## config.mk

```make
export PLATFORM = sky130hd
export DESIGN_NAME = lzcm_parser
export DESIGN_NICKNAME = d
export VERILOG_FILES = /design/src/rtl/lzcm_pkg.sv /design/src/rtl/lzcm_parser.sv
export SDC_FILE = /design/constraint.sdc
export NUM_CORES = 1
export LEC_CHECK = 0
export BUFFER_PORTS_ARGS = -buffer_cell sky130_fd_sc_hd__buf_2
export CORE_ASPECT_RATIO = 1.75
export CORE_MARGIN = 4
export CORE_UTILIZATION = 30
export CTS_BUF_LIST = sky130_fd_sc_hd__clkbuf_4 sky130_fd_sc_hd__clkbuf_8 sky130_fd_sc_hd__clkbuf_16
export DETAILED_ROUTE_END_ITERATION = 10
export GPL_TIMING_DRIVEN = 0
export PLACE_DENSITY = 0.52
export REMOVE_ABC_BUFFERS = 1
export SYNTH_ARGS = -nofsm -noshare
export SYNTH_HDL_FRONTEND = slang
export SYNTH_SLANG_ARGS = --single-unit
export TNS_END_PERCENT = 20
```

## constraint.sdc

```tcl
create_clock -name clock -period 6.8 [get_ports clock]
set_input_delay 2.04 -clock clock [delete_from_list [all_inputs] [get_ports clock]]
set_output_delay 2.04 -clock clock [all_outputs]
set_load 0.005 [all_outputs]
```

## src/rtl/lzcm_pkg.sv

```systemverilog
package lzcm_pkg;

   localparam int LONG_OFFSET_BITS  = 11;
   localparam int SHORT_OFFSET_BITS = 6;
   localparam int LANES             = 8;

   // history and counters
   localparam int HIST_AW    = LONG_OFFSET_BITS;
   localparam int HIST_DEPTH = 1 << HIST_AW;
   localparam int OFF_W      = HIST_AW + 1;
   localparam int PROD_W     = HIST_AW + 1;

   // match length fields
   localparam int LONG_LEN_W     = 16 - LONG_OFFSET_BITS;
   localparam int SHORT_BASE_LEN = 2;
   localparam int LONG_BASE_LEN  = 3;
   localparam int LEN_MAX        = (1 << LONG_LEN_W) - 1 + LONG_BASE_LEN + 255;
   localparam int LEN_W          = $clog2(LEN_MAX + 1);

   // output packing
   localparam int OUT_W     = 64;
   localparam int MAX_LANES = OUT_W / 8;
   localparam int LANE_W    = $clog2(MAX_LANES);
   localparam int COUNT_W   = 4;

   // control byte flag index
   localparam int FLAG_IDX_W = 4;
   localparam int CTRL_EMPTY = 8;

   typedef struct packed {
      logic              start;
      logic              clear;
      logic              run;
      logic              is_lit;
      logic [7:0]        data;
      logic [OFF_W-1:0]  offset;
      logic [LEN_W-1:0]  len;
   } cmd_type;

endpackage

```

## src/rtl/lzcm_parser.sv

```systemverilog
module lzcm_parser (
   input  logic              clock,
   input  logic              reset,
   input  logic              accept,
   input  logic [7:0]        data_byte,
   input  logic              first_of_block,
   output lzcm_pkg::cmd_type cmd
);

   typedef enum logic [1:0] {PH_TOKEN, PH_SECOND, PH_LONG_HI, PH_EXT} phase_type;

   localparam int LOB = lzcm_pkg::LONG_OFFSET_BITS;
   localparam int SOB = lzcm_pkg::SHORT_OFFSET_BITS;
   localparam int FW  = lzcm_pkg::FLAG_IDX_W;
   localparam int OW  = lzcm_pkg::OFF_W;
   localparam int LW  = lzcm_pkg::LEN_W;

   phase_type     phase_ff, phase_in, ph;
   logic [7:0]    ctrl_ff, ctrl_in, ctrl;
   logic [FW-1:0] bi_ff, bi_in, bi, bi2;
   logic [7:0]    held_low_ff, held_low_in, hlow;
   logic [7:0]    held_high_ff, held_high_in, hhigh;
   logic          take2;
   logic [15:0]   long_word;
   logic [7:0]    long_ext;
   logic [OW-1:0] long_off;
   logic [LW-1:0] long_len;

   always_comb begin
      // a block start clears the parser before this byte
      ctrl  = first_of_block ? 8'd0 : ctrl_ff;
      bi    = first_of_block ? FW'(lzcm_pkg::CTRL_EMPTY) : bi_ff;
      ph    = first_of_block ? PH_TOKEN : phase_ff;
      hlow  = first_of_block ? 8'd0 : held_low_ff;
      hhigh = first_of_block ? 8'd0 : held_high_ff;

      long_word = (ph == PH_EXT) ? {hhigh, hlow} : {data_byte, hlow};
      long_ext  = (ph == PH_EXT) ? data_byte : 8'd0;
      long_off  = OW'(long_word[LOB-1:0]) + OW'(1);
      long_len  = LW'(long_word[15:LOB]) + LW'(lzcm_pkg::LONG_BASE_LEN) + LW'(long_ext);

      ctrl_in      = ctrl;
      bi_in        = bi;
      phase_in     = ph;
      held_low_in  = hlow;
      held_high_in = hhigh;
      take2        = 1'b0;
      bi2          = bi;

      cmd.start  = accept;
      cmd.clear  = first_of_block;
      cmd.run    = 1'b0;
      cmd.is_lit = 1'b0;
      cmd.data   = data_byte;
      cmd.offset = '0;
      cmd.len    = '0;

      case (ph)
         PH_TOKEN: begin
            if (bi[FW-1]) begin
               ctrl_in = data_byte;
               bi_in   = '0;
            end else if (!ctrl[bi[2:0]]) begin
               bi_in      = bi + FW'(1);
               cmd.run    = 1'b1;
               cmd.is_lit = 1'b1;
               cmd.len    = LW'(1);
            end else begin
               bi2 = bi + FW'(1);
               if (bi2[FW-1]) begin
                  // second flag lives in the next control byte: this byte is it
                  ctrl_in  = data_byte;
                  bi_in    = '0;
                  phase_in = PH_SECOND;
               end else begin
                  take2 = 1'b1;
               end
            end
         end
         PH_SECOND: begin
            if (bi[FW-1]) begin
               ctrl_in = data_byte;
               bi_in   = '0;
            end else begin
               take2 = 1'b1;
            end
         end
         PH_LONG_HI: begin
            held_high_in = data_byte;
            if (&data_byte[7:LOB-8]) begin
               phase_in = PH_EXT;
            end else begin
               phase_in   = PH_TOKEN;
               cmd.run    = 1'b1;
               cmd.offset = long_off;
               cmd.len    = long_len;
            end
         end
         PH_EXT: begin
            phase_in   = PH_TOKEN;
            cmd.run    = 1'b1;
            cmd.offset = long_off;
            cmd.len    = long_len;
         end
         default: begin
            phase_in = PH_TOKEN;
         end
      endcase

      if (take2) begin
         bi_in = bi2 + FW'(1);
         if (ctrl[bi2[2:0]]) begin
            phase_in   = PH_TOKEN;
            cmd.run    = 1'b1;
            cmd.offset = OW'(data_byte[SOB-1:0]) + OW'(1);
            cmd.len    = LW'(data_byte[7:SOB]) + LW'(lzcm_pkg::SHORT_BASE_LEN);
         end else begin
            held_low_in = data_byte;
            phase_in    = PH_LONG_HI;
         end
      end
   end

   always_ff @(posedge clock) begin
      if (reset) begin
         phase_ff     <= PH_TOKEN;
         ctrl_ff      <= '0;
         bi_ff        <= FW'(lzcm_pkg::CTRL_EMPTY);
         held_low_ff  <= '0;
         held_high_ff <= '0;
      end else if (accept) begin
         phase_ff     <= phase_in;
         ctrl_ff      <= ctrl_in;
         bi_ff        <= bi_in;
         held_low_ff  <= held_low_in;
         held_high_ff <= held_high_in;
      end
   end

   a_ext_needs_max_len: assert property (@(posedge clock) disable iff (reset)
      (phase_ff == PH_EXT) |-> (&held_high_ff[7:LOB-8]))
      else $error("extension phase without maximum length field");

   a_flag_index_range: assert property (@(posedge clock) disable iff (reset)
      bi_ff <= FW'(lzcm_pkg::CTRL_EMPTY))
      else $error("flag index past control byte");

endmodule

```

# Yosys cells after proc, flatten, opt, wreduce, memory -nomap -nowiden
# Cells that the tools add are included.
[totals]
regBits = 30
latch_bits = 0
ramBits = 0
mem_bits_ro = 0
output_inout_bits = 33
n_memories = 0
[classes]
add_sub_neg = 7
n_mul = 0
n_div = 0
order_cmp = 2
n_eq_ne = 3
n_shift = 0
mux = 54
n_bitwise = 0
n_reduce_logical = 2
[ops]
columns = ["cell", "count"]
rows = [
  ["$mux 8", 11],
  ["$mux 21", 3],
  ["$mux 4", 7],
  ["$pmux 9 s3", 1],
  ["$pmux 12 s2", 1],
  ["$mux 2", 9],
  ["$mux 16", 1],
  ["$pmux 8 s2", 1],
  ["$add 11x1->12 const B", 1],
  ["$mux 1", 12],
  ["$add 6x8->9", 1],
  ["$add 4x1->4 const B", 2],
  ["$lt 3x4->1 const B", 2],
  ["$pmux 4 s2", 1],
  ["$add 6x1->7 const B", 1],
  ["$add 5x2->6 const B", 1],
  ["$bmux 1 s3", 2],
  ["$mux 3", 2],
  ["$pmux 2 s3", 1],
  ["$reduce_and 5->1", 1],
  ["$eq 2x2->1 const B", 2],
  ["$add 2x2->3 const B", 1],
  ["$pmux 1 s3", 1],
  ["$eq 2x1->1 const B", 1],
  ["2 further kinds", 2],
]

# Depth between registers and ports, before layout
[depth]
word_depth = 10
depth_mapped = 16
depth_no_buf = 14

# Worst setup path after synthesis
# Ideal clock, no wire load.
[synth_timing]
kind = "input to output"
start = "in first_of_block"
end = "out cmd[7] in the netlist's numbering"
t_arrival_ns = 4.584
t_required_ns = 4.760
slack_ns = 0.176
path_stages = 15
n_path_buf = 2
path_cell_list = "clkbuf_1 > nor2_1 > and2_1 > clkbuf_1 > nand2_1 > ha_1 > inv_1 > ha_1 > fa_1 > a21o_1 > a21oi_1 > nor2b_1 > o21ai_0 > xnor2_1 > nor2_1"
[synth_lines]
columns = ["element", "line", "rtl"]
rows = [
  ["start: declaration", "lzcm_parser.sv:6", "input logic first_of_block,"],
  ["end: declaration", "lzcm_parser.sv:7", "output lzcm_pkg::cmd_type cmd"],
]

==> results.yml <==
logic_synthesis:
  synth-edff-count: 0
  yosysWarnings: 0
  syn_avg_cell_area_um2: 7.49
  synth_ff_type: "dfxtp_1"
  synth_area_leaders: "dfxtp_1 19%, a21oi_1 7.1%, ha_1 5.6%"
  synth_most_common_cell: "a21oi_1"
  yosys_register_bits: 30
  synth_common_cells: "44 x a21oi_1, 40 x nand2_1, 30 x dfxtp_1, 24 x nor2_1, 23 x nand3_1"
  synthCells: 414
  synth-async-reset-ratio_pct: 0
  yosysSeqAreaShare_pct: 19.4
  ys_types: 67
  synth_top_area_share_pct: 19.4
  syn_area_um2: 3100
  synth_top_area_cell: "dfxtp_1"
clock_network:
  clk_path_buf_depth: 2
  hold_buffers: 0
  clock-sinks: 30
  clkTransAtPathRegs_ns: 0.05
  clk_latency_ns: 0.28
  clockRootBuffer: "clkbuf_16"
  htreeDepth: 2
  cts_buffers: 5
  tritoncts: "yes"
detailed_routing:
  route.detailed.drc: 0
  dr_total_vias: 3101
  dr.first_iter.drc_count: 219
  antenna_left: 0
  vias_per_cell: 5.59
  routedWlPerCell_um: 17.8
  wirelength_um: 9900
  drt_pass1_iterations: 4
place:
  io_buffers: 44
  hpwl_um: 7210
  routabilityCongestion: 0.875
hold_path:
  worstHoldPathType: "reg -> reg"
  hold_end: "held_high_ff[7]"
  min_from: "held_high_ff[7]"
  whs_path_depth: 2
power_and_ir_drop:
  p_per_area_nw_per_um2: 148
  p_seq_share_pct: 36.8
  netSwitchingPower_w: 0.000155
  pwr-share-comb_pct: 18.9
  clkPwrFrac_pct: 44.4
  cellInternalPower_w: 0.000361
  p_sw_share_pct: 30.0
  max-vdd-ir-drop_uv: 79.8
  total_power_w: 0.000516
  cellLeakagePower_nw: 1.38
floorplan:
  io_pins: 45
  rows: 48
  coreArea_um2: 9970
  die_w_um: 84.9
  initial_core_util_pct: 31.1
  die-area_um2: 12100
  fp.dieH_um: 142
final_layout:
  fill_cells: 1107
  antennaDiodeCount: 0
  drive_above_1_share_pct: 22.3
  area.growth.synth_to_final_pct: 12.7
  final_nets: 456
  seq_area_um2: 601
  multiInputGateArea_um2: 2220
  final_util_pct: 35.1
setup_path:
  endpoint_kind: "output pin"
  reg2regPathDepth: 7
  r2r_end: "held_low_ff[4]"
  r2r-start: "phase_ff[0]"
  cp.required_ns: 4.76
  rrSetupSlack_ns: 3.49
  cp_max_fo: 35
  path_class: "in -> out"
  crit_arrival_ns: 4.63
  start_kind: "input pin"
grt:
  grt_max_degree: 36
  grt_pass1_wl_um: 15600
  antenna_found_initial: 0
  overflow: 0
  grt_pass1_vias: 2902
  grtUsageTotal_pct: 16.2
timing:
  post-route-period-util_pct: 98.1
  setup_viol: 0
  finalSetupTns_ns: 0
  tightest_slew_ns: 1.33
  relSlewSlack_pct: 10.4
  max_freq_ghz: 0.150
  finalHoldViolations: 0
  fin_crit_ns: 6.67
  timing.hold.ws_ns: 0.465
  clock_skew_ns: 0.00546
  maxSlewViolCount: 0
status:
  outcome: "finished clean"
job:
  maxCapViolCount: 0
## area by class of cell
type,instances,area share [%]
inverter,22,2.36
sequential,30,17.2
tap,125,4.48
clock inverter,2,0.358
timing repair buffer,50,8.13
multi-input combinational,320,63.5
clock buffer,6,3.97
## stage by stage
step | worst slack (ns) | cell area [um^2] | std cells
4_1_cts | 0.0128 | 3460 | 554
6_report | 0.131 | 3490 | 555
2_1_floorplan | 0.361 | 2820 | 372
3_5_place_dp | -1.14 | 3200 | 541
5_1_grt | -0.0111 | 3490 | 555
3_3_place_gp | -1.15 | 3200 | 541
## power groups by stage
stage / registers [W] / logic, W / clock network, W
3_3_place_gp: 0.000193 / 0.0000922 / 0
5_1_grt: 0.000190 / 0.000108 / 0.000242
3_5_place_dp: 0.000193 / 0.0000939 / 0
4_1_cts: 0.000190 / 0.0000960 / 0.000233
2_1_floorplan: 0.000190 / 0.0000557 / 0
6_report: 0.000190 / 0.0000973 / 0.000229
## critical path, cell delays in order
cell and delay [ns]:
buf_6 0.18, nor2_4 0.19, nand2_4 0.13, mux2i_1 0.18, ha_1 0.29, inv_1 0.04, ha_1 0.22, fa_2 0.38
a21o_1 0.20, a21oi_1 0.18, nor2b_1 0.09, o21ai_1 0.17, xnor2_1 0.15, nor2_1 0.05, buf_2 0.12
## how the worst max path moves through the flow
stage,cells after the start,end,from
4_1_cts,13,cmd[13],first_of_block
3_3_place_gp,13,cmd[0],first_of_block
5_1_grt,15,cmd[7],first_of_block
3_5_place_dp,13,cmd[0],first_of_block
6_report,15,cmd[7],first_of_block
2_1_floorplan,13,cmd[7],first_of_block
## logic make-up (layout without fill, tap and decap cells)
| group | after synthesis | in the layout | share of synthesized area, % |
|---|---|---|---|
| XOR/XNOR | 20 | 20 | 5.65 |
| buffers and inverters | 64 | 80 | 11.7 |
| AND/OR/NAND/NOR | 151 | 151 | 26.2 |
| flip-flops | 30 | 30 | 19.4 |
| AO/OA/AOI/OAI | 121 | 121 | 25.6 |
| adder cells (fa/ha/maj) | 15 | 15 | 6.30 |
| multiplexers | 13 | 13 | 5.21 |
## cells in the final DEF (no fill, tap or decap), drive strengths merged, types with 6 or more instances in the layout
cell / instances
buf: 50
ha: 14
nand2b: 6
xnor2: 13
o22ai: 17
xor2: 7
nor3b: 8
o21ai: 18
nor3: 11
and3: 7
dfxtp: 30
nor2: 24
inv: 21
nand3: 24
clkbuf: 6
a21oi: 44
mux2i: 9
a32o: 6
nand2: 40
## registers in the layout, summed over array words and instances, names as in the netlist
| signal | cells |
|---|---|
| bi_ff | 4 |
| ctrl_ff | 8 |
| held_high_ff | 8 |
| held_low_ff | 8 |
| phase_ff | 2 |
## per-layer routing
metal / routed length (um) / track usage, %
met1: 3860 / 17.3
met2: 5440 / 31.5
met3: 297 / 1.39
met4: 297 / 7.51
met5: 0 / 0
## repair_timing
| item | CTS | global route |
|---|---|---|
| setup buffers | 5 | 1 |
| setup endpoints to repair | 17 | 11 |
| gates resized for setup | 15 | 7 |
| gates cloned | 0 | 0 |
| pin swaps | 3 | 2 |
Power figures use the tool's default switching activity.
