File: config.mk
export PLATFORM = sky130hd
export DESIGN_NAME = lzcm_copy_engine_flat
export DESIGN_NICKNAME = d
export VERILOG_FILES = /design/src/rtl/lzcm_pkg.sv /design/src/rtl/lzcm_if.sv /design/src/rtl/lzcm_copy_engine.sv /design/src/flat_wrapper.sv
export SDC_FILE = /design/constraint.sdc
export NUM_CORES = 1
export LEC_CHECK = 0
export BUFFER_PORTS_ARGS = -buffer_cell sky130_fd_sc_hd__buf_2
export CORE_AREA = 2 2 147 177
export CTS_BUF_LIST = sky130_fd_sc_hd__clkbuf_8
export DETAILED_ROUTE_END_ITERATION = 8
export DIE_AREA = 0 0 149 179
export GPL_ROUTABILITY_DRIVEN = 0
export GPL_TIMING_DRIVEN = 0
export HOLD_SLACK_MARGIN = 0.15
export PLACE_DENSITY = 0.59
export SLEW_MARGIN = 0
export SYNTH_ARGS = -nofsm -noshare
export SYNTH_HDL_FRONTEND = slang
export SYNTH_SLANG_ARGS = --single-unit
File: constraint.sdc
create_clock -name clock -period 4.4 [get_ports clock]
set_input_delay 0 -clock clock [delete_from_list [all_inputs] [get_ports clock]]
set_output_delay 0 -clock clock [all_outputs]
set_load 0.01 [all_outputs]
File: src/rtl/lzcm_pkg.sv
package lzcm_pkg;

   localparam int LONG_OFFSET_BITS  = 11;
   localparam int SHORT_OFFSET_BITS = 6;
   localparam int LANES             = 8;

   // history and counters
   localparam int HIST_AW    = LONG_OFFSET_BITS;
   localparam int HIST_DEPTH = 1 << HIST_AW;
   localparam int OFF_W      = HIST_AW + 1;
   localparam int PROD_W     = HIST_AW + 1;

   // match length fields
   localparam int LONG_LEN_W     = 16 - LONG_OFFSET_BITS;
   localparam int SHORT_BASE_LEN = 2;
   localparam int LONG_BASE_LEN  = 3;
   localparam int LEN_MAX        = (1 << LONG_LEN_W) - 1 + LONG_BASE_LEN + 255;
   localparam int LEN_W          = $clog2(LEN_MAX + 1);

   // output packing
   localparam int OUT_W     = 64;
   localparam int MAX_LANES = OUT_W / 8;
   localparam int LANE_W    = $clog2(MAX_LANES);
   localparam int COUNT_W   = 4;

   // control byte flag index
   localparam int FLAG_IDX_W = 4;
   localparam int CTRL_EMPTY = 8;

   typedef struct packed {
      logic              start;
      logic              clear;
      logic              run;
      logic              is_lit;
      logic [7:0]        data;
      logic [OFF_W-1:0]  offset;
      logic [LEN_W-1:0]  len;
   } cmd_type;

endpackage

File: src/rtl/lzcm_if.sv


interface lzcm_rsp_if;
   logic                            valid;
   logic                            ready;
   logic [lzcm_pkg::OUT_W-1:0]      out_bytes;
   logic [lzcm_pkg::COUNT_W-1:0]    byte_count;
   logic                            last_of_run;
   logic                            offset_error;

   modport source (output valid, output out_bytes, output byte_count, output last_of_run,
                   output offset_error, input ready);
   modport sink (input valid, input out_bytes, input byte_count, input last_of_run,
                 input offset_error, output ready);
endinterface

File: src/rtl/lzcm_copy_engine.sv
module lzcm_copy_engine (
   input  logic                          clock,
   input  logic                          reset,
   input  lzcm_pkg::cmd_type             cmd,
   output logic                          idle,
   output logic                          wr_en,
   output logic [lzcm_pkg::HIST_AW-1:0]  wr_addr,
   output logic [7:0]                    wr_data,
   output logic                          rd_en,
   output logic [lzcm_pkg::HIST_AW-1:0]  rd_addr,
   input  logic [7:0]                    rd_data,
   lzcm_rsp_if.source                    rsp
);

   typedef enum logic {ST_IDLE, ST_RUN} state_type;

   localparam int AW  = lzcm_pkg::HIST_AW;
   localparam int OW  = lzcm_pkg::OFF_W;
   localparam int PW  = lzcm_pkg::PROD_W;
   localparam int LW  = lzcm_pkg::LEN_W;
   localparam int NW  = lzcm_pkg::LANE_W;
   localparam int CW  = lzcm_pkg::COUNT_W;
   localparam int DW  = lzcm_pkg::OUT_W;

   state_type     state_ff, state_in;
   logic [AW-1:0] wp_ff, wp_in;
   logic [PW-1:0] prod_ff, prod_in, prod_base;
   logic [LW-1:0] len_ff, len_in;
   logic [OW-1:0] off_ff, off_in;
   logic [7:0]    lit_ff, lit_in;
   logic          is_lit_ff, is_lit_in;
   logic          fwd_ff, fwd_in;
   logic [7:0]    fwd_data_ff, fwd_data_in;
   logic [DW-1:0] pack_ff, pack_in;
   logic [NW-1:0] lane_ff, lane_in;
   logic          pack_err_ff, pack_err_in;
   logic          out_valid_ff, out_valid_in;
   logic [DW-1:0] out_bytes_ff, out_bytes_in;
   logic [CW-1:0] out_count_ff, out_count_in;
   logic          out_last_ff, out_last_in;
   logic          out_err_ff, out_err_in;

   logic [7:0]    src;
   logic          err;
   logic [7:0]    val;
   logic          last_byte;
   logic          completes;
   logic          out_free;
   logic          advance;
   logic [DW-1:0] word;

   always_comb begin
      src       = is_lit_ff ? lit_ff : (fwd_ff ? fwd_data_ff : rd_data);
      err       = !is_lit_ff && (off_ff > prod_ff);
      val       = err ? 8'd0 : src;
      last_byte = (len_ff == LW'(1));
      completes = last_byte || (lane_ff == NW'(lzcm_pkg::LANES - 1));
      out_free  = !out_valid_ff || rsp.ready;
      advance   = (state_ff == ST_RUN) && (!completes || out_free);

      word = pack_ff;
      word[{lane_ff, 3'b000} +: 8] = val;

      state_in     = state_ff;
      wp_in        = wp_ff;
      prod_in      = prod_ff;
      len_in       = len_ff;
      off_in       = off_ff;
      lit_in       = lit_ff;
      is_lit_in    = is_lit_ff;
      fwd_in       = fwd_ff;
      fwd_data_in  = fwd_data_ff;
      pack_in      = pack_ff;
      lane_in      = lane_ff;
      pack_err_in  = pack_err_ff;
      out_valid_in = out_valid_ff;
      out_bytes_in = out_bytes_ff;
      out_count_in = out_count_ff;
      out_last_in  = out_last_ff;
      out_err_in   = out_err_ff;

      wr_en   = advance;
      wr_addr = wp_ff;
      wr_data = val;
      rd_en   = 1'b0;
      rd_addr = AW'(wp_ff - off_ff[AW-1:0]);

      prod_base = (prod_ff == PW'(lzcm_pkg::HIST_DEPTH)) ? prod_ff : prod_ff + PW'(1);

      if (out_valid_ff && rsp.ready) begin
         out_valid_in = 1'b0;
      end

      case (state_ff)
         ST_IDLE: begin
            if (cmd.start) begin
               if (cmd.clear) begin
                  prod_in = '0;
               end
               if (cmd.run) begin
                  state_in  = ST_RUN;
                  off_in    = cmd.offset;
                  len_in    = cmd.len;
                  lit_in    = cmd.data;
                  is_lit_in = cmd.is_lit;
                  fwd_in    = 1'b0;
                  rd_en     = !cmd.is_lit;
                  rd_addr   = AW'(wp_ff - cmd.offset[AW-1:0]);
               end
            end
         end
         ST_RUN: begin
            if (advance) begin
               wp_in   = wp_ff + AW'(1);
               prod_in = prod_base;
               len_in  = len_ff - LW'(1);
               if (completes) begin
                  out_valid_in = 1'b1;
                  out_bytes_in = word;
                  out_count_in = CW'(lane_ff) + CW'(1);
                  out_last_in  = last_byte;
                  out_err_in   = pack_err_ff || err;
                  pack_in      = '0;
                  lane_in      = '0;
                  pack_err_in  = 1'b0;
               end else begin
                  pack_in     = word;
                  lane_in     = lane_ff + NW'(1);
                  pack_err_in = pack_err_ff || err;
               end
               if (last_byte) begin
                  state_in = ST_IDLE;
               end else begin
                  // next source may be the byte written at this very edge
                  rd_en       = !is_lit_ff;
                  rd_addr     = AW'(wp_ff + AW'(1) - off_ff[AW-1:0]);
                  fwd_in      = (off_ff == OW'(1));
                  fwd_data_in = val;
               end
            end
         end
         default: begin
            state_in = ST_IDLE;
         end
      endcase
   end

   always_ff @(posedge clock) begin
      if (reset) begin
         state_ff     <= ST_IDLE;
         wp_ff        <= '0;
         prod_ff      <= '0;
         len_ff       <= '0;
         fwd_ff       <= 1'b0;
         is_lit_ff    <= 1'b0;
         pack_ff      <= '0;
         lane_ff      <= '0;
         pack_err_ff  <= 1'b0;
         out_valid_ff <= 1'b0;
      end else begin
         state_ff     <= state_in;
         wp_ff        <= wp_in;
         prod_ff      <= prod_in;
         len_ff       <= len_in;
         fwd_ff       <= fwd_in;
         is_lit_ff    <= is_lit_in;
         pack_ff      <= pack_in;
         lane_ff      <= lane_in;
         pack_err_ff  <= pack_err_in;
         out_valid_ff <= out_valid_in;
      end
      off_ff       <= off_in;
      lit_ff       <= lit_in;
      fwd_data_ff  <= fwd_data_in;
      out_bytes_ff <= out_bytes_in;
      out_count_ff <= out_count_in;
      out_last_ff  <= out_last_in;
      out_err_ff   <= out_err_in;
   end

   assign idle             = (state_ff == ST_IDLE);
   assign rsp.valid        = out_valid_ff;
   assign rsp.out_bytes    = out_bytes_ff;
   assign rsp.byte_count   = out_count_ff;
   assign rsp.last_of_run  = out_last_ff;
   assign rsp.offset_error = out_err_ff;

   a_idle_pack_empty: assert property (@(posedge clock) disable iff (reset)
      (state_ff == ST_IDLE) |-> (lane_ff == '0 && !pack_err_ff))
      else $error("partial result left behind after a run");

   a_run_has_bytes: assert property (@(posedge clock) disable iff (reset)
      (state_ff == ST_RUN) |-> (len_ff != '0))
      else $error("copy run with zero remaining length");

   a_forward_only_adjacent: assert property (@(posedge clock) disable iff (reset)
      (state_ff == ST_RUN && fwd_ff) |-> (off_ff == OW'(1)))
      else $error("forwarded history byte for a distant offset");

   a_prod_saturates: assert property (@(posedge clock) disable iff (reset)
      prod_ff <= PW'(lzcm_pkg::HIST_DEPTH))
      else $error("produced count beyond history size");

   a_last_ends_run: assert property (@(posedge clock) disable iff (reset)
      (advance && last_byte) |=> (state_ff == ST_IDLE && out_valid_ff && out_last_ff))
      else $error("final byte did not close the run");

endmodule

File: src/flat_wrapper.sv
// flat-port wrapper written by rule: the top's interface ports become plain ports
module lzcm_copy_engine_flat 
  (clock, reset, cmd, idle, wr_en, wr_addr, wr_data, rd_en, rd_addr, rd_data, rsp_valid, rsp_out_bytes, rsp_byte_count, rsp_last_of_run, rsp_offset_error, rsp_ready);
  lzcm_rsp_if rsp_i ();
  input  logic clock;
  input  logic reset;
  input  lzcm_pkg::cmd_type cmd;
  output logic idle;
  output logic wr_en;
  output logic [lzcm_pkg::HIST_AW-1:0] wr_addr;
  output logic [7:0] wr_data;
  output logic rd_en;
  output logic [lzcm_pkg::HIST_AW-1:0] rd_addr;
  input  logic [7:0] rd_data;
  output wire logic [$bits(rsp_i.valid)-1:0] rsp_valid;
  output wire logic [$bits(rsp_i.out_bytes)-1:0] rsp_out_bytes;
  output wire logic [$bits(rsp_i.byte_count)-1:0] rsp_byte_count;
  output wire logic [$bits(rsp_i.last_of_run)-1:0] rsp_last_of_run;
  output wire logic [$bits(rsp_i.offset_error)-1:0] rsp_offset_error;
  input wire logic [$bits(rsp_i.ready)-1:0] rsp_ready;
  assign rsp_valid = rsp_i.valid;
  assign rsp_out_bytes = rsp_i.out_bytes;
  assign rsp_byte_count = rsp_i.byte_count;
  assign rsp_last_of_run = rsp_i.last_of_run;
  assign rsp_offset_error = rsp_i.offset_error;
  assign rsp_i.ready = rsp_ready;
  lzcm_copy_engine u_core (.clock(clock), .reset(reset), .cmd(cmd), .idle(idle), .wr_en(wr_en), .wr_addr(wr_addr), .wr_data(wr_data), .rd_en(rd_en), .rd_addr(rd_addr), .rd_data(rd_data), .rsp(rsp_i));
endmodule
# Word-level counts from Yosys, hierarchy flattened
# Cells that the tools add are included.
# totals
reg_bits,202
latchBits,0
ramBits,0
romBits,0
in_bits,44
output_inout_bits,104
word_cells,99
mem_count,0
# classes
n_addsub,9
multipliers,0
div,0
magnitude_cmp,1
n_eq_ne,10
n_shift,2
n_mux,40
bitwise,2
n_reduce_logical,18
# op_table
cell,n
bitwise mux 64 bit,1
two-way mux 64 bit,1
variable shift 8 x 8 -> 64 bit (first input constant),1
variable part select 8 x 8 -> 64 bit,1
two-way mux 12 bit,4
two-way mux 11 bit,4
subtractor 11 bit,3
two-way mux 9 bit,3
two-way mux 8 bit,3
case mux 12 bit (2 select lines),1
case mux 11 bit (2 select lines),1
case mux 9 bit (2 select lines),1
two-way mux 1 bit,17
adder 12 x 1 -> 12 bit (second input constant),1
equality test 12 x 1 -> 1 bit (second input constant),1
equality test 12 bit (second input constant),1
> comparator 12 bit,1
inequality test 2 bit (second input constant),6
AND reduction 3 bit,4
adder 11 x 1 -> 11 bit (second input constant),1
equality test 9 x 1 -> 1 bit (second input constant),1
subtractor 9 x 1 -> 9 bit (second input constant),1
negator 6 -> 8 bit,1
AND reduction 4 bit,2
other kinds (10),21

# Depth between registers and ports, before layout
# depth
depth_word,7
mapped_depth,12
ltp_nobuf,12

# Least setup slack after synthesis
# No wires, ideal clock.
# synth_timing
kind,flip-flop to flip-flop
start,reg u_core.len_ff[1]
end,"reg u_core.out_count_ff[0], in the netlist u_core.rsp.byte_count[0] (enable)"
setup_time_ns,0.499
arrival_time_ns,3.982
required_time_ns,3.901
slack_ns,-0.081
path_stages_with_launch,8
path_buffers,0
period_less_slack_ns,4.481
path_cell_list,dfxtp_1 -> inv_1 -> ha_1 -> nor2b_1 -> nand3_1 -> inv_2 -> o21ai_0 -> nor2_1
# synth_via
elab_chain_len,6
# synth_rtl
element,line,source
start: declaration,lzcm_copy_engine.sv:28,"logic [LW-1:0] len_ff, len_in;"
start signal: assignment,lzcm_copy_engine.sv:164,len_ff <= len_in;
equality test 9 x 1 -> 1 bit *,lzcm_copy_engine.sv:56,last_byte = (len_ff == LW'(1));
net u_core.last_byte,lzcm_copy_engine.sv:46,logic last_byte;
logical OR 1 bit *,lzcm_copy_engine.sv:57,completes = last_byte || (lane_ff == NW'(lzcm_pkg::LANES - 1));
logical NOT 1 bit,lzcm_copy_engine.sv:59,advance = (state_ff == ST_RUN) && (!completes || out_free);
logical OR 1 bit,lzcm_copy_engine.sv:59,
logical AND 1 bit,lzcm_copy_engine.sv:59,
AND reduction 3 bit (no source line) *,--,
end signal: assignment,lzcm_copy_engine.sv:176,out_count_ff <= out_count_in;
end: declaration,lzcm_copy_engine.sv:39,"logic [CW-1:0] out_count_ff, out_count_in;"
# The timed path passes the listed nets; every way through them passes the cells marked *.
# A chain may end at the register's enable or synchronous reset.

# Final worst setup path
# layout_timing
start,reg u_core.prod_ff[3]
end,out wr_data[7]
# layout_via
elab_chain_len,3
# layout_rtl
element,line,source
start: declaration,lzcm_copy_engine.sv:27,"logic [PW-1:0] prod_ff, prod_in, prod_base;"
start signal: assignment,lzcm_copy_engine.sv:163,prod_ff <= prod_in;
> comparator 12 bit,lzcm_copy_engine.sv:54,err = !is_lit_ff && (off_ff > prod_ff);
logical AND 1 bit,lzcm_copy_engine.sv:54,
two-way mux 8 bit,lzcm_copy_engine.sv:55,val = err ? 8'd0 : src;
end: declaration,flat_wrapper.sv:11,output logic [7:0] wr_data;
# Every way passes these cells.

==> results list <==
- Clock-pin slew was measured on the worst setup and hold paths at 0.07 ns.
- Share of synthesized area occupied by flip-flops and latches: 49.9%
- CP peak stage delay: 0.67 ns
* Worst slew pin tran: 1.15 ns
- Hold Violations, Final: 0
- CTS built an H-tree with a depth of 2.
- The core region is 0.0251 mm².
- Starting DRC count in detailed routing: 404
* Cell with the most instances after synthesis: nand2_1
- The worst pin sits at a relative slew slack of 23.1%.
- After detailed routing, the number of remaining DRC violations is 0.
* Overall global routing resource usage: 21.1%
* Number of placed cells counting well taps: 1528
- For the finished layout, the period the worst path requires is 3.71 ns.
- At the end of the flow, the number of nets in the layout was 1369.
* CTS tree: done
- Synthesized Nets: 1147
* Vias in the first global route: 8248
- Once the clock tree was built, the resizer swapped 0 gates to a different size.
- Across the routed clock network, the largest skew measured is 0.0190 ns.
- The first global-routing pass estimated 43.5 mm of wire.
- Leak: 4.78 nW
* Critical-path cell list: inv_1 > ha_1 > and2_1 > o21ai_0 > a211o_1 > a31o_2 > buf_2 > nand2_1 > clkbuf_1 > inv_1 > buf_2
* Largest cells by area after synthesis: edfxtp_1 29%, dfxtp_1 21%, ha_1 6.3%, o32ai_1 5.6%, o21ai_0 5.3%
- Averaged over all synthesized cells, the footprint is 9.60 µm².
- Aggregate negative setup slack: 0 ns
* Gate count after technology mapping: 1049
- 148 I/O pins were placed.
- Once layout is done, the placed cells without fillers occupy 0.0123 mm².
- Worst min path class: input port to register
- Maximum capacitance violations: 0
- For the worst setup path, the data required time is 4.40 ns.
* Setup violators final: 0
- Most frequent cells after synthesis: 130 x nand2_1, 115 x inv_1, 106 x o21ai_0
* Family with the most delay on the worst path: buffers and inverters
- STA classifies the critical path endpoint as an output port.
* Proportion of synthesized flip-flops having asynchronous set or reset: 0%
* Global-route congestion overflow total: 0
- After legalization and detailed placement, the total HPWL measured 20.2 mm.
* Die X-Extent: 149 µm
- Buffers placed on the I/O ports in this run total 147.
- Count of standard-cell rows: 64
- Die area: 0.0267 mm²
- Data arrives at the worst endpoint at 3.71 ns.
- Summing every instance area after synthesis gives 0.0101 mm².
- Largest vdd supply drop: 0.164 mV
* Yosys warning count: 0
- The clock net in this run drives a total of 202 sinks.
* Count of TritonRoute iterations in the first routing pass: 5
* Utilization after layout: 49.1%
- In this run the deepest clock path goes through 3 buffers.
- The flow ran to the end, and the final reports show no timing, DRC or antenna violations.
- Number of buffer and inverter stages on the critical path: 5
- Number of buffers created by CTS: 36
- Of the post-synthesis cell area, the dominant cell type holds 29.2%.
- Final-layout fill cell count: 2436
- Final-report max-slew violation count: 0
- The initial utilization of the core area, before any placement, comes to 40.1%.
* Wire length per cell after detailed routing: 17.4 µm
- Cells with a size suffix above 1 make up 16.6% of the layout.
- Ratio of final minimum period to clock period: 84.4%
- Yosys mapped the design onto 61 distinct sky130hd cell types.
* Placed instance area: 0.0113 mm²
- Diodes inserted: 0
- Setup repair after global routing missed its margin: false
* Number of synthesized flops with an enable pin: 98
* Non-Filler Instances: 1628
* Max FO, Critical Path: 10
* Maximum number of pins on one net before global-route repair: 36
* Post-DRT Antenna Nets: 0
* Critical Path Slowest Stage Cell: clkbuf_1
- Summing internal, switching and leakage power gives 4.24 mW.
- Summing all flip-flop and latch instances after layout gives 0.00502 mm².
- The largest total area in the synthesized netlist belongs to edfxtp_1.
* Routed via count: 8481
* Maximum achievable frequency: 269 MHz
* Kind of launch point of the worst setup path: register
* Area grow syn2layout: 22.5%
- The setup path with the least slack is of type register to output port.
- The multi-input combinational cells in the finished layout cover a total of 0.00440 mm².
* Synthesized flop and latch total: 202
- Most common flop cell mapped by yosys: dfxtp_1
* Cell at the root of the clock tree: clkbuf_8
- Dividing the detail-routed via count by the number of cells gives 5.21.
- Areal power density over the cells: 344 mW/mm²
- Detailed-route wire length: 28.4 mm
- Initial antenna violation count: 0
- Die Ht: 179 µm
- Clock latency on the worst-skew pair, taken at its later pin, is 0.53 ns.
what timing repair did:
item | 4_1_cts | 5_1_grt
hold endpoints to repair | 62 | 0
hold buffers | 35 | 0
buffers inserted | 0 | 0
final timing paths:
path	from	depth (start not counted)	end	slack [ns]
hold / removal	cmd[24]	2	u_core.lit_ff[3]	0.18
setup / recovery	u_core.prod_ff[3]	11	wr_data[7]	0.69
hold reg to reg	u_core.pack_ff[46]	2	u_core.pack_ff[46]	0.48
setup reg to reg	u_core.prod_ff[3]	10	u_core.rsp.out_bytes[57]	1.03
report_power, final:
part	leakage (nW)	switching (mW)	internal [mW]
registers	1.74	0.0274	2.00
clock network	0.405	0.791	0.959
logic	2.63	0.301	0.165
total	4.78	1.12	3.12
per-stage QoR:
stage                     setup slack (ns)  hold WS (ns)
final                                0.687         0.184
after global routing                 0.556         0.184
after CTS                            0.721         0.162
after detailed placement              1.11         0.182
after global placement               0.204         0.179
after floorplan                       1.08        0.0989
per-layer routing:
layer	track usage [%]	routed length, µm	up-vias
li1	-	-	4202
met1	25.4	11900	3919
met2	37.2	13700	286
met3	2.90	1500	74
met4	9.96	1200	0
met5	0	0	-
layout by cell type, fill, tap and decap left out, drive strengths merged, types with 4 or more instances in the layout:
| cell type | instances |
|---|---|
| and2 | 4 |
| inv | 129 |
| clkbuf | 89 |
| dfxtp | 104 |
| nor4 | 6 |
| nor2 | 61 |
| o21a | 9 |
| and3 | 6 |
| edfxtp | 98 |
| or3 | 13 |
| nand2 | 130 |
| xor2 | 21 |
| nand3 | 18 |
| ha | 51 |
| o32ai | 64 |
| nand4 | 6 |
| nand2b | 12 |
| clkinv | 9 |
| o21ai | 107 |
| nor3 | 9 |
| xnor2 | 26 |
| a21oi | 40 |
| o31a | 6 |
| a31oi | 5 |
| nor4b | 4 |
| a22oi | 5 |
| dlygate4sd3 | 35 |
| nor2b | 8 |
| mux2i | 10 |
| a211oi | 10 |
| o221ai | 4 |
| buf | 153 |
| o31ai | 5 |
| a21o | 6 |
logic make-up after synthesis:
kind of cell / synth area share (%)
compound gates: 18.4
xor+xnor: 4.09
fa+ha+maj: 6.93
buf+inv: 6.49
flops: 49.9
mux: 0.994
simple gates: 13.2
state kept, by name (all words and copies together) (netlist names):
| name | flops |
|---|---|
| u_core.lane_ff | 3 |
| u_core.pack_ff | 64 |
| u_core.rsp.out_bytes | 64 |
| u_core.rsp.byte_count | 4 |
| u_core.rsp.valid | 1 |
| u_core.off_ff | 12 |
| u_core.is_lit_ff | 1 |
| u_core.fwd_data_ff | 8 |
| u_core.len_ff | 9 |
| u_core.pack_err_ff | 1 |
| u_core.fwd_ff | 1 |
| u_core.wr_addr | 11 |
| u_core.rsp.offset_error | 1 |
| u_core.rsp.last_of_run | 1 |
| u_core.state_ff | 1 |
| u_core.prod_ff | 12 |
| u_core.lit_ff | 8 |
cell type report:
cell class	count	area share [%]
Timing Repair Buffer	184	9.13
Inverter	118	3.59
Buffer	53	1.70
Clock inverter	25	1.36
Tap cell	330	3.35
Clock buffer	40	4.46
Multi-Input combinational cell	676	35.7
Sequential cell	202	40.7
worst reg2reg max path, stage by stage, from the launching register on:
cell,delay (ns)
dfxtp_1,0.43
inv_1,0.11
ha_1,0.30
and2_1,0.15
o21ai_0,0.09
a211o_1,0.26
a31o_2,0.20
buf_2,0.19
nand2_1,0.35
clkbuf_1,0.65
o21ai_0,0.32
No activity file was read; power rests on OpenSTA's default activity.
